## src/rtl/core/averaged_temperature_hysteresis_switch_defines.svh

```systemverilog
// ----------------------------------------------------------------------------
// averaged temperature hysteresis switch: assertion macros
// shared checking shorthands, clocked on clk_i; the first is disabled in the active-low reset
// ----------------------------------------------------------------------------
`ifndef AVERAGED_TEMPERATURE_HYSTERESIS_SWITCH_DEFINES_SVH
`define AVERAGED_TEMPERATURE_HYSTERESIS_SWITCH_DEFINES_SVH

// checked only out of reset
`define ATHSW_ASSERT(lbl, prop, msg) \
  lbl: assert property (@(posedge clk_i) disable iff (!rst_ni) (prop)) else $error(msg);

// checked on every edge, reset included
`define ATHSW_ASSERT_ALWAYS(lbl, prop, msg) \
  lbl: assert property (@(posedge clk_i) (prop)) else $error(msg);

`endif

```

## src/rtl/core/athsw_pkg.sv

```systemverilog
// ----------------------------------------------------------------------------
// athsw_pkg
// constants, types and register codes of the averaged temperature switch
// ----------------------------------------------------------------------------
`timescale 1ns / 1ps
`default_nettype none

package athsw_pkg;

  localparam int unsigned NSamples = 10;

  localparam int unsigned SampleW = 10;
  localparam int unsigned SumW    = 14;
  localparam int unsigned ThrW    = 13;
  localparam int unsigned TempW   = 13;
  localparam int unsigned VoltW   = 6;
  localparam int unsigned CntW    = (NSamples > 1) ? $clog2(NSamples) : 1;

  // average in tenths is (50*sum - 27315*n) / (10*n)
  localparam int unsigned TempOffs = 27315 * NSamples;
  localparam int unsigned TempDen  = 10 * NSamples;
  localparam int unsigned VoltDen  = 20 * NSamples;
  localparam int unsigned NumW     = $clog2(50 * 1023 * NSamples + 1) + 1;

  // reciprocal multiply gives the quotient or one less
  localparam int unsigned RecipShift = 24;
  localparam int unsigned TempRecip  = (1 << RecipShift) / TempDen;
  localparam int unsigned VoltRecip  = (1 << RecipShift) / VoltDen;

  localparam int unsigned ThrProdW = ThrW + $clog2(TempDen + 1);
  localparam int unsigned CmpW     = ((NumW > ThrProdW) ? NumW : ThrProdW) + 1;

  localparam int unsigned MidDepth  = 4;
  localparam int unsigned MidPtrW   = $clog2(MidDepth);
  localparam int unsigned MidCntW   = $clog2(MidDepth + 1);
  localparam int unsigned OutDepth  = 4;
  localparam int unsigned OutPtrW   = $clog2(OutDepth);
  localparam int unsigned OutCntW   = $clog2(OutDepth + 1);

  localparam int unsigned RegIdxW   = 1;
  localparam logic [RegIdxW-1:0] RegFanOn  = 1'b0;
  localparam logic [RegIdxW-1:0] RegFanOff = 1'b1;

  localparam logic signed [ThrW-1:0] FanOnRst  = 13'sd197;
  localparam logic signed [ThrW-1:0] FanOffRst = 13'sd191;

  typedef struct packed {
    logic signed [ThrW-1:0] on_thr;
    logic signed [ThrW-1:0] off_thr;
  } cfg_t;

  typedef struct packed {
    logic full;
    logic empty;
  } q_stat_t;

  typedef struct packed {
    logic [TempW-1:0] temp;
    logic [VoltW-1:0] volt;
    logic             fan;
  } result_t;

endpackage

`default_nettype wire

```

## src/rtl/core/athsw_queue.sv

```systemverilog
// ----------------------------------------------------------------------------
// athsw_queue
// short fifo of finished block sums between accumulator and arithmetic
// ----------------------------------------------------------------------------
`timescale 1ns / 1ps
`default_nettype none

module athsw_queue
  import athsw_pkg::*;
(
  input  wire logic            clk_i,
  input  wire logic            rst_ni,
  input  wire logic            push_i,
  input  wire logic [SumW-1:0] wdata_i,
  input  wire logic            pop_i,
  output logic      [SumW-1:0] rdata_o,
  output q_stat_t              stat_o
);

  logic [SumW-1:0]    mem_q [MidDepth];
  logic [MidPtrW-1:0] wr_ptr_q, wr_ptr_d;
  logic [MidPtrW-1:0] rd_ptr_q, rd_ptr_d;
  logic [MidCntW-1:0] cnt_q, cnt_d;
  logic               do_push, do_pop;

  assign stat_o.full  = (cnt_q == MidCntW'(MidDepth));
  assign stat_o.empty = (cnt_q == '0);
  assign do_push      = push_i && !stat_o.full;
  assign do_pop       = pop_i && !stat_o.empty;
  assign rdata_o      = mem_q[rd_ptr_q];

  always_comb begin
    wr_ptr_d = do_push ? wr_ptr_q + MidPtrW'(1) : wr_ptr_q;
    rd_ptr_d = do_pop ? rd_ptr_q + MidPtrW'(1) : rd_ptr_q;
    cnt_d    = cnt_q + MidCntW'(do_push) - MidCntW'(do_pop);
  end

  always_ff @(posedge clk_i or negedge rst_ni) begin
    if (!rst_ni) begin
      wr_ptr_q <= '0;
      rd_ptr_q <= '0;
      cnt_q    <= '0;
    end else begin
      wr_ptr_q <= wr_ptr_d;
      rd_ptr_q <= rd_ptr_d;
      cnt_q    <= cnt_d;
    end
  end

  always_ff @(posedge clk_i) begin
    if (do_push) begin
      mem_q[wr_ptr_q] <= wdata_i;
    end
  end

endmodule

`default_nettype wire

```

## src/rtl/core/athsw_front.sv

```systemverilog
// ----------------------------------------------------------------------------
// athsw_front
// sample accumulator: sums one block of samples and hands the sum on
// ----------------------------------------------------------------------------
`timescale 1ns / 1ps
`default_nettype none

module athsw_front
  import athsw_pkg::*;
(
  input  wire logic               clk_i,
  input  wire logic               rst_ni,
  input  wire logic               push,
  output logic                    full,
  input  wire logic [SampleW-1:0] adc_sample_i,
  input  wire q_stat_t            mid_stat_i,
  output logic                    mid_push_o,
  output logic      [SumW-1:0]    mid_sum_o
);

  logic [CntW-1:0] cnt_q, cnt_d;
  logic [SumW-1:0] sum_q, sum_d;
  logic            accept;
  logic            last;

  assign full       = mid_stat_i.full;
  assign accept     = push && !full;
  assign last       = (cnt_q == CntW'(NSamples - 1));
  assign mid_sum_o  = sum_q + SumW'(adc_sample_i);
  assign mid_push_o = accept && last;

  always_comb begin
    cnt_d = cnt_q;
    sum_d = sum_q;
    if (accept) begin
      if (last) begin
        cnt_d = '0;
        sum_d = '0;
      end else begin
        cnt_d = cnt_q + CntW'(1);
        sum_d = mid_sum_o;
      end
    end
  end

  always_ff @(posedge clk_i or negedge rst_ni) begin
    if (!rst_ni) begin
      cnt_q <= '0;
      sum_q <= '0;
    end else begin
      cnt_q <= cnt_d;
      sum_q <= sum_d;
    end
  end

endmodule

`default_nettype wire

```

## src/rtl/core/athsw_back.sv

```systemverilog
// ----------------------------------------------------------------------------
// athsw_back
// block arithmetic: averages, hysteresis flag and the result fifo
// ----------------------------------------------------------------------------
`timescale 1ns / 1ps
`default_nettype none

module athsw_back
  import athsw_pkg::*;
(
  input  wire logic             clk_i,
  input  wire logic             rst_ni,
  input  wire cfg_t             cfg_i,
  input  wire q_stat_t          mid_stat_i,
  input  wire logic [SumW-1:0]  mid_sum_i,
  output logic                  mid_pop_o,
  input  wire logic             pop,
  output logic                  empty,
  output logic      [TempW-1:0] temp_tenths_o,
  output logic      [VoltW-1:0] volt_tenths_o,
  output logic                  fan_on_o
);

  localparam int unsigned TProdW = NumW + RecipShift;
  localparam int unsigned VProdW = SumW + RecipShift;

  // stage 1: numerator, magnitude, threshold tests
  logic signed [NumW-1:0] num_c;
  logic        [NumW-1:0] abs_c;
  logic signed [CmpW-1:0] num_ext, on_lim, off_lim;
  logic                   v1_q;
  logic        [NumW-1:0] abs1_q;
  logic        [SumW-1:0] sum1_q;
  logic                   neg1_q, on1_q, off1_q;

  // stage 2: reciprocal estimates
  logic [TProdW-1:0]      tprod;
  logic [VProdW-1:0]      vprod;
  logic                   v2_q;
  logic [NumW-1:0]        abs2_q, tq0_q;
  logic [SumW-1:0]        sum2_q, vq0_q;
  logic                   neg2_q, on2_q, off2_q;

  // final correction
  logic [NumW-1:0]        trem, tq, tsgn;
  logic [SumW-1:0]        vrem, vq;
  logic                   fan_q, fan_d;
  result_t                res;

  // result fifo
  result_t                omem_q [OutDepth];
  logic [OutPtrW-1:0]     owr_q, ord_q;
  logic [OutCntW-1:0]     ocnt_q, ocnt_d;
  logic [OutCntW:0]       occ;
  logic                   opop;

  assign num_c = $signed(NumW'(mid_sum_i) * NumW'(50) - NumW'(TempOffs));
  assign abs_c = num_c[NumW-1] ? NumW'(-num_c) : NumW'(num_c);

  assign num_ext = CmpW'(num_c);
  assign on_lim  = CmpW'(cfg_i.on_thr) * $signed(CmpW'(TempDen));
  assign off_lim = CmpW'(cfg_i.off_thr) * $signed(CmpW'(TempDen));

  // credit check: fifo entries plus transactions still in the pipe
  assign occ       = (OutCntW + 1)'(ocnt_q) + (OutCntW + 1)'(v1_q) + (OutCntW + 1)'(v2_q);
  assign mid_pop_o = !mid_stat_i.empty && (occ < (OutCntW + 1)'(OutDepth));

  assign tprod = TProdW'(abs1_q) * TProdW'(TempRecip);
  assign vprod = VProdW'(sum1_q) * VProdW'(VoltRecip);

  always_comb begin
    trem = abs2_q - NumW'(tq0_q * NumW'(TempDen));
    tq   = tq0_q + NumW'(trem >= NumW'(TempDen));
    tsgn = neg2_q ? NumW'(-tq) : tq;
    vrem = sum2_q - SumW'(vq0_q * SumW'(VoltDen));
    vq   = vq0_q + SumW'(vrem >= SumW'(VoltDen));
    // on test wins when both thresholds are crossed
    priority if (on2_q) begin
      fan_d = 1'b1;
    end else if (off2_q) begin
      fan_d = 1'b0;
    end else begin
      fan_d = fan_q;
    end
    res.temp = tsgn[TempW-1:0];
    res.volt = vq[VoltW-1:0];
    res.fan  = fan_d;
  end

  always_ff @(posedge clk_i) begin
    abs1_q <= abs_c;
    sum1_q <= mid_sum_i;
    neg1_q <= num_c[NumW-1];
    on1_q  <= num_ext > on_lim;
    off1_q <= num_ext < off_lim;
    abs2_q <= abs1_q;
    sum2_q <= sum1_q;
    neg2_q <= neg1_q;
    on2_q  <= on1_q;
    off2_q <= off1_q;
    tq0_q  <= tprod[RecipShift +: NumW];
    vq0_q  <= vprod[RecipShift +: SumW];
    if (v2_q) begin
      omem_q[owr_q] <= res;
    end
  end

  assign empty         = (ocnt_q == '0);
  assign opop          = pop && !empty;
  assign temp_tenths_o = omem_q[ord_q].temp;
  assign volt_tenths_o = omem_q[ord_q].volt;
  assign fan_on_o      = omem_q[ord_q].fan;
  assign ocnt_d        = ocnt_q + OutCntW'(v2_q) - OutCntW'(opop);

  always_ff @(posedge clk_i or negedge rst_ni) begin
    if (!rst_ni) begin
      v1_q   <= 1'b0;
      v2_q   <= 1'b0;
      fan_q  <= 1'b0;
      owr_q  <= '0;
      ord_q  <= '0;
      ocnt_q <= '0;
    end else begin
      v1_q   <= mid_pop_o;
      v2_q   <= v1_q;
      ocnt_q <= ocnt_d;
      if (v2_q) begin
        fan_q <= fan_d;
        owr_q <= owr_q + OutPtrW'(1);
      end
      if (opop) begin
        ord_q <= ord_q + OutPtrW'(1);
      end
    end
  end

endmodule

`default_nettype wire

```

## src/rtl/core/averaged_temperature_hysteresis_switch.sv

```systemverilog
// ----------------------------------------------------------------------------
// averaged_temperature_hysteresis_switch
// block average of converter samples with a hysteresis fan flag
// ----------------------------------------------------------------------------
// a result passes the sum queue and both arithmetic stages into the result fifo before it shows on the outputs
// throughput: one sample per cycle while the sum queue is not full, set by the accumulator
// the arithmetic is a two-stage pipe behind a 4-entry sum queue, results leave a 4-entry fifo
// reset: sum, count and fan flag clear, queues empty, thresholds return to 197 and 191
`timescale 1ns / 1ps
`default_nettype none
`include "averaged_temperature_hysteresis_switch_defines.svh"

module averaged_temperature_hysteresis_switch
  import athsw_pkg::*;
(
  input  wire logic               clk_i,
  input  wire logic               rst_ni,
  input  wire logic               cfg_we_i,
  input  wire logic [RegIdxW-1:0] cfg_idx_i,
  input  wire logic [ThrW-1:0]    cfg_wdata_i,
  input  wire logic               push,
  output logic                    full,
  input  wire logic [SampleW-1:0] adc_sample_i,
  output logic                    empty,
  input  wire logic               pop,
  output logic      [TempW-1:0]   temp_tenths_o,
  output logic      [VoltW-1:0]   volt_tenths_o,
  output logic                    fan_on_o
);

  cfg_t            cfg_q;
  q_stat_t         mid_stat;
  logic            mid_push, mid_pop;
  logic [SumW-1:0] mid_wsum, mid_rsum;

  always_ff @(posedge clk_i or negedge rst_ni) begin
    if (!rst_ni) begin
      cfg_q.on_thr  <= FanOnRst;
      cfg_q.off_thr <= FanOffRst;
    end else if (cfg_we_i) begin
      unique case (cfg_idx_i)
        RegFanOn:  cfg_q.on_thr  <= $signed(cfg_wdata_i);
        RegFanOff: cfg_q.off_thr <= $signed(cfg_wdata_i);
        default: ;
      endcase
    end
  end

  athsw_front u_front (
    .clk_i        (clk_i),
    .rst_ni       (rst_ni),
    .push         (push),
    .full         (full),
    .adc_sample_i (adc_sample_i),
    .mid_stat_i   (mid_stat),
    .mid_push_o   (mid_push),
    .mid_sum_o    (mid_wsum)
  );

  athsw_queue u_queue (
    .clk_i   (clk_i),
    .rst_ni  (rst_ni),
    .push_i  (mid_push),
    .wdata_i (mid_wsum),
    .pop_i   (mid_pop),
    .rdata_o (mid_rsum),
    .stat_o  (mid_stat)
  );

  athsw_back u_back (
    .clk_i         (clk_i),
    .rst_ni        (rst_ni),
    .cfg_i         (cfg_q),
    .mid_stat_i    (mid_stat),
    .mid_sum_i     (mid_rsum),
    .mid_pop_o     (mid_pop),
    .pop           (pop),
    .empty         (empty),
    .temp_tenths_o (temp_tenths_o),
    .volt_tenths_o (volt_tenths_o),
    .fan_on_o      (fan_on_o)
  );

  // a finished block sum is never offered to a full queue
  `ATHSW_ASSERT(a_mid_push_room, mid_push |-> !mid_stat.full, "block sum pushed into full queue")
  // the arithmetic only draws sums that are there
  `ATHSW_ASSERT(a_mid_pop_avail, mid_pop |-> !mid_stat.empty, "sum queue popped while empty")
  // a waiting result only leaves through a pop transaction
  `ATHSW_ASSERT(a_result_kept, (!empty && !pop) |=> !empty, "waiting result lost")
  // mid queue never claims to be full and empty at once
  `ATHSW_ASSERT(a_mid_stat, !(mid_stat.full && mid_stat.empty), "queue full and empty")

endmodule

`default_nettype wire
```

## config.mk

```make
export PLATFORM = sky130hd
export DESIGN_NAME = averaged_temperature_hysteresis_switch
export DESIGN_NICKNAME = d
export VERILOG_FILES = /design/src/rtl/core/athsw_pkg.sv /design/src/rtl/core/athsw_queue.sv /design/src/rtl/core/athsw_front.sv /design/src/rtl/core/athsw_back.sv /design/src/rtl/core/averaged_temperature_hysteresis_switch.sv
export VERILOG_INCLUDE_DIRS = /design/src /design/src/rtl/core
export SDC_FILE = /design/constraint.sdc
export NUM_CORES = 1
export LEC_CHECK = 0
export BUFFER_PORTS_ARGS = -buffer_cell sky130_fd_sc_hd__clkbuf_2
export CORE_MARGIN = 2
export CORE_UTILIZATION = 50
export CTS_CLUSTER_SIZE = 30
export DETAILED_ROUTE_END_ITERATION = 10
export PLACE_DENSITY = 0.68
export SLEW_MARGIN = 10
export SYNTH_ARGS = -nofsm -noshare
export SYNTH_HDL_FRONTEND = slang
export SYNTH_SLANG_ARGS = --single-unit
```

## constraint.sdc

```tcl
create_clock -name clk_i -period 6.03 [get_ports clk_i]
set_clock_uncertainty 0.15 [all_clocks]
set_input_delay 0.3015 -clock clk_i [delete_from_list [all_inputs] [get_ports clk_i]]
set_output_delay 0.3015 -clock clk_i [all_outputs]
set_load 0.1 [all_outputs]
```

==> results.json <==
{
  "run_status": "finished with violations",
  "failing_checks": "negative setup slack",
  "synthesis.area_sq_mm": 0.0278,
  "nets": 3706,
  "postSynth.asyncResetShare": 0.213,
  "first_pass_grt_wire_length_mm": 98.7,
  "floorplan.rows": 86,
  "mappedNetlistNets": 3370,
  "gate_count_after_technology_mapping": 2526,
  "placeableCoreArea_sq_mm": 0.0551,
  "critical_register_to_register_path_endpoint": "u_back.omem_q[1][18]$_DFFE_PP_",
  "fmax_mhz": 154,
  "timing.reg2reg.setup_slack_ns": -0.47,
  "critical_path_depth": 31,
  "insertion_delay_ns": 0.54,
  "route.antenna.remaining_nets": 0,
  "final-hold-violation-count": 0,
  "setup.worst_path.start": "u_back.tq0_q[2]$_DFF_P_",
  "max-slew-margin-rel": 0.279,
  "via_count_of_the_first_global_routing_pass": 20330,
  "worst_path_most_repeated_cell": "sky130_fd_sc_hd__o21ai_1",
  "cts-buffers-inserted": 34,
  "class_of_the_most_critical_setup_path": "flop to flop",
  "detail_route.iter0.violations": 691,
  "drv_cap": 0,
  "finalWorstSetupSlack_ns": -0.474,
  "filler_cell_count": 4487,
  "final_wtd_congestion": 0.872,
  "ff_latch_area_sq_mm": 0.00744,
  "cts.path.max_buffers": 3,
  "worst_ep_arrival_time_ns": 6.62,
  "postSynthRegisterBits": 286,
  "multiInputGateArea_sq_mm": 0.0194,
  "wirelength_mm": 59.8,
  "cp_max_fo": 4,
  "slowest_stage": "sky130_fd_sc_hd__fa_1",
  "via_count_normalized_by_instance_count": 5.21,
  "cts.clk_slew.worst_paths_ns": 0.07,
  "globalRouteTotalUtil": 0.214,
  "syn-mean-instance-area_sq_um": 11.0,
  "die_h_um": 240,
  "crit-reg2reg-launch": "u_back.tq0_q[2]$_DFF_P_",
  "num_antenna_cells": 0,
  "timing_max_transition_violations_final": 0,
  "first_pass_iters": 5,
  "grt_setup_unrepaired": "yes",
  "synth_enable_flop_cells": 136,
  "port_buffers": 50,
  "final.min_clock_period_ns": 6.50,
  "area_growth_pct": 19.8,
  "drive_gt1_frac": 0.208,
  "largest_net_degree_at_the_start_of_global_routing": 62,
  "setup.worst_path.start_class": "flop",
  "dr_total_vias": 18916,
  "count_of_buffer_and_inverter_cells_on_the_critical_path": 0,
  "drc_errors": 0,
  "worst-r2r-cell-count": 31,
  "root_buffer": "sky130_fd_sc_hd__clkbuf_16",
  "critical_path_required_ns": 6.15,
  "timing.hold.worst.class": "input pin to flop",
  "crit_family": "compound AO/OA/AOI/OAI gates",
  "worst_path_largest_cell_delay_ns": 0.53,
  "cts_tree": "yes",
  "ys.warnings.count": 0,
  "initial_core_utilization": 0.505,
  "finalCritPeriodShare": 1.08,
  "ports_placed_on_the_boundary": 51,
  "fp.dieArea_sq_mm": 0.0575,
  "drt-wirelength-per-cell_um": 16.5,
  "final_setup_violating_endpoints": 37,
  "h_tree_depth_reported_by_cts": 2,
  "synth_cell_types": 74,
  "layout_commonest_cell": "sky130_fd_sc_hd__ha_1",
  "synth-seq-area-share": 0.266,
  "clock_sinks": 286,
  "worst_setup_path_end_kind": "flop",
  "fin_worst_hold_slack_ns": 0.0537,
  "grt_overflow_total": 0,
  "least_margin_pin_slew_ns": 1.08,
  "antenna_found_initial": 0,
  "layout_common_cells": "529 x sky130_fd_sc_hd__ha_1, 499 x sky130_fd_sc_hd__inv_1, 243 x sky130_fd_sc_hd__buf_4",
  "dpl.hpwl_mm": 47.9,
  "setup.worst_path.end": "u_back.omem_q[1][18]$_DFFE_PP_",
  "chipWidth_um": 240,
  "main_flop_type_after_synthesis": "sky130_fd_sc_hd__edfxtp_1"
}
worst min-delay path by stage:
stage / from / endpoint / slack [ns] / cells after the start
final: adc_sample_i[0] / u_queue.mem_q[1][0]$_DFFE_PP_ / 0.05 / 2
after global placement: u_back.neg1_q$_DFF_P_ / u_back.neg2_q$_DFF_P_ / 0.17 / 0
after detailed placement: u_back.neg1_q$_DFF_P_ / u_back.neg2_q$_DFF_P_ / 0.17 / 0
after global routing: adc_sample_i[0] / u_queue.mem_q[1][0]$_DFFE_PP_ / 0.05 / 2
after CTS: adc_sample_i[0] / u_queue.mem_q[1][0]$_DFFE_PP_ / 0.02 / 2
after floorplan: rst_ni / cfg_q[10]$_DFFE_PN0P_ / -0.14 / 0
cell usage after synthesis, types with 14 or more instances:
library cell | number | share of area
sky130_fd_sc_hd__clkbuf_1 | 14 | 0.0019
sky130_fd_sc_hd__inv_1 | 508 | 0.069
sky130_fd_sc_hd__dfxtp_1 | 89 | 0.064
sky130_fd_sc_hd__fa_1 | 246 | 0.18
sky130_fd_sc_hd__mux4_2 | 34 | 0.028
sky130_fd_sc_hd__dfrtp_1 | 50 | 0.045
sky130_fd_sc_hd__xor2_1 | 66 | 0.021
sky130_fd_sc_hd__nor2_1 | 69 | 0.0093
sky130_fd_sc_hd__o21a_1 | 28 | 0.0076
sky130_fd_sc_hd__ha_1 | 569 | 0.26
sky130_fd_sc_hd__nand2_1 | 77 | 0.010
sky130_fd_sc_hd__nor2b_1 | 27 | 0.0061
sky130_fd_sc_hd__nand4_1 | 20 | 0.0045
sky130_fd_sc_hd__mux2_2 | 18 | 0.0073
sky130_fd_sc_hd__edfxtp_1 | 136 | 0.15
sky130_fd_sc_hd__a21o_1 | 39 | 0.011
sky130_fd_sc_hd__nand2b_1 | 19 | 0.0043
sky130_fd_sc_hd__nand3_1 | 35 | 0.0063
sky130_fd_sc_hd__nor3_1 | 33 | 0.0059
sky130_fd_sc_hd__o21ai_0 | 87 | 0.016
sky130_fd_sc_hd__a21oi_1 | 74 | 0.013
sky130_fd_sc_hd__xnor2_1 | 95 | 0.030
metrics by stage:
step | instances | util | cell area [sq um] | TNS (ns) | setup WS (ns)
3_5_place_dp | 3527 | 0.560 | 30800 | -36.68 | -0.962
3_3_place_gp | 3527 | 0.560 | 30800 | -21.65 | -0.678
5_1_grt | 3633 | 0.605 | 33300 | -23.80 | -0.769
4_1_cts | 3614 | 0.591 | 32500 | -9.73 | -0.464
2_1_floorplan | 2526 | - | 28000 | -1.80 | -0.151
6_report | 3633 | 0.605 | 33300 | -11.35 | -0.474
timing repair:
item,in CTS,in global routing
hold buffers,14,0
gates resized for setup,63,123
pin swaps,40,65
buffers inserted,13,21
hold endpoints to repair,76,0
cloned,1,0
endpoints found under the setup margin,68,65
logic make-up (layout without fill, tap and decap cells):
kind of cell | count (synthesis) | count (layout) | share of synthesized area
AO/OA/AOI/OAI | 336 | 336 | 0.0790
XOR/XNOR | 162 | 162 | 0.0513
adder cells (fa/ha/maj) | 815 | 815 | 0.433
buffers and inverters | 529 | 888 | 0.0719
flip-flops | 286 | 286 | 0.266
multiplexers | 55 | 55 | 0.0359
AND/OR/NAND/NOR | 343 | 343 | 0.0627
per-layer routing:
| layer | part of all wire | vias up | track usage | routed length [um] |
|---|---|---|---|---|
| met5 | 0 | - | 0 | 0 |
| met1 | 0.44 | 9352 | 0.272 | 26200 |
| li1 | - | 9234 | - | - |
| met3 | 0.028 | 96 | 0.0284 | 1690 |
| met4 | 0.023 | 0 | 0.0519 | 1380 |
| met2 | 0.51 | 234 | 0.385 | 30500 |
state kept, by name (all words and copies together), names as in the netlist, 4 cells and up:
name and flops:
u_front.sum_q 14, u_back.omem_q 80, u_front.cnt_q 4, u_back.vq0_q 7, u_back.abs2_q 18, u_back.abs1_q 19, cfg_q 26, u_queue.mem_q 56
u_back.sum1_q 14, u_back.sum2_q 11, u_back.tq0_q 14
area by class of cell:
type                       instances  share of cell area
multi-input combinational       1711               0.583
inverter                         508              0.0574
clock inverter                    18             0.00664
sequential                       286               0.223
tap                              748              0.0281
clock buffer                      41              0.0282
timing repair buffer             321              0.0731
Power is not shown: default switching activity piles up to over one toggle a cycle in this logic, so the estimate is an artifact.
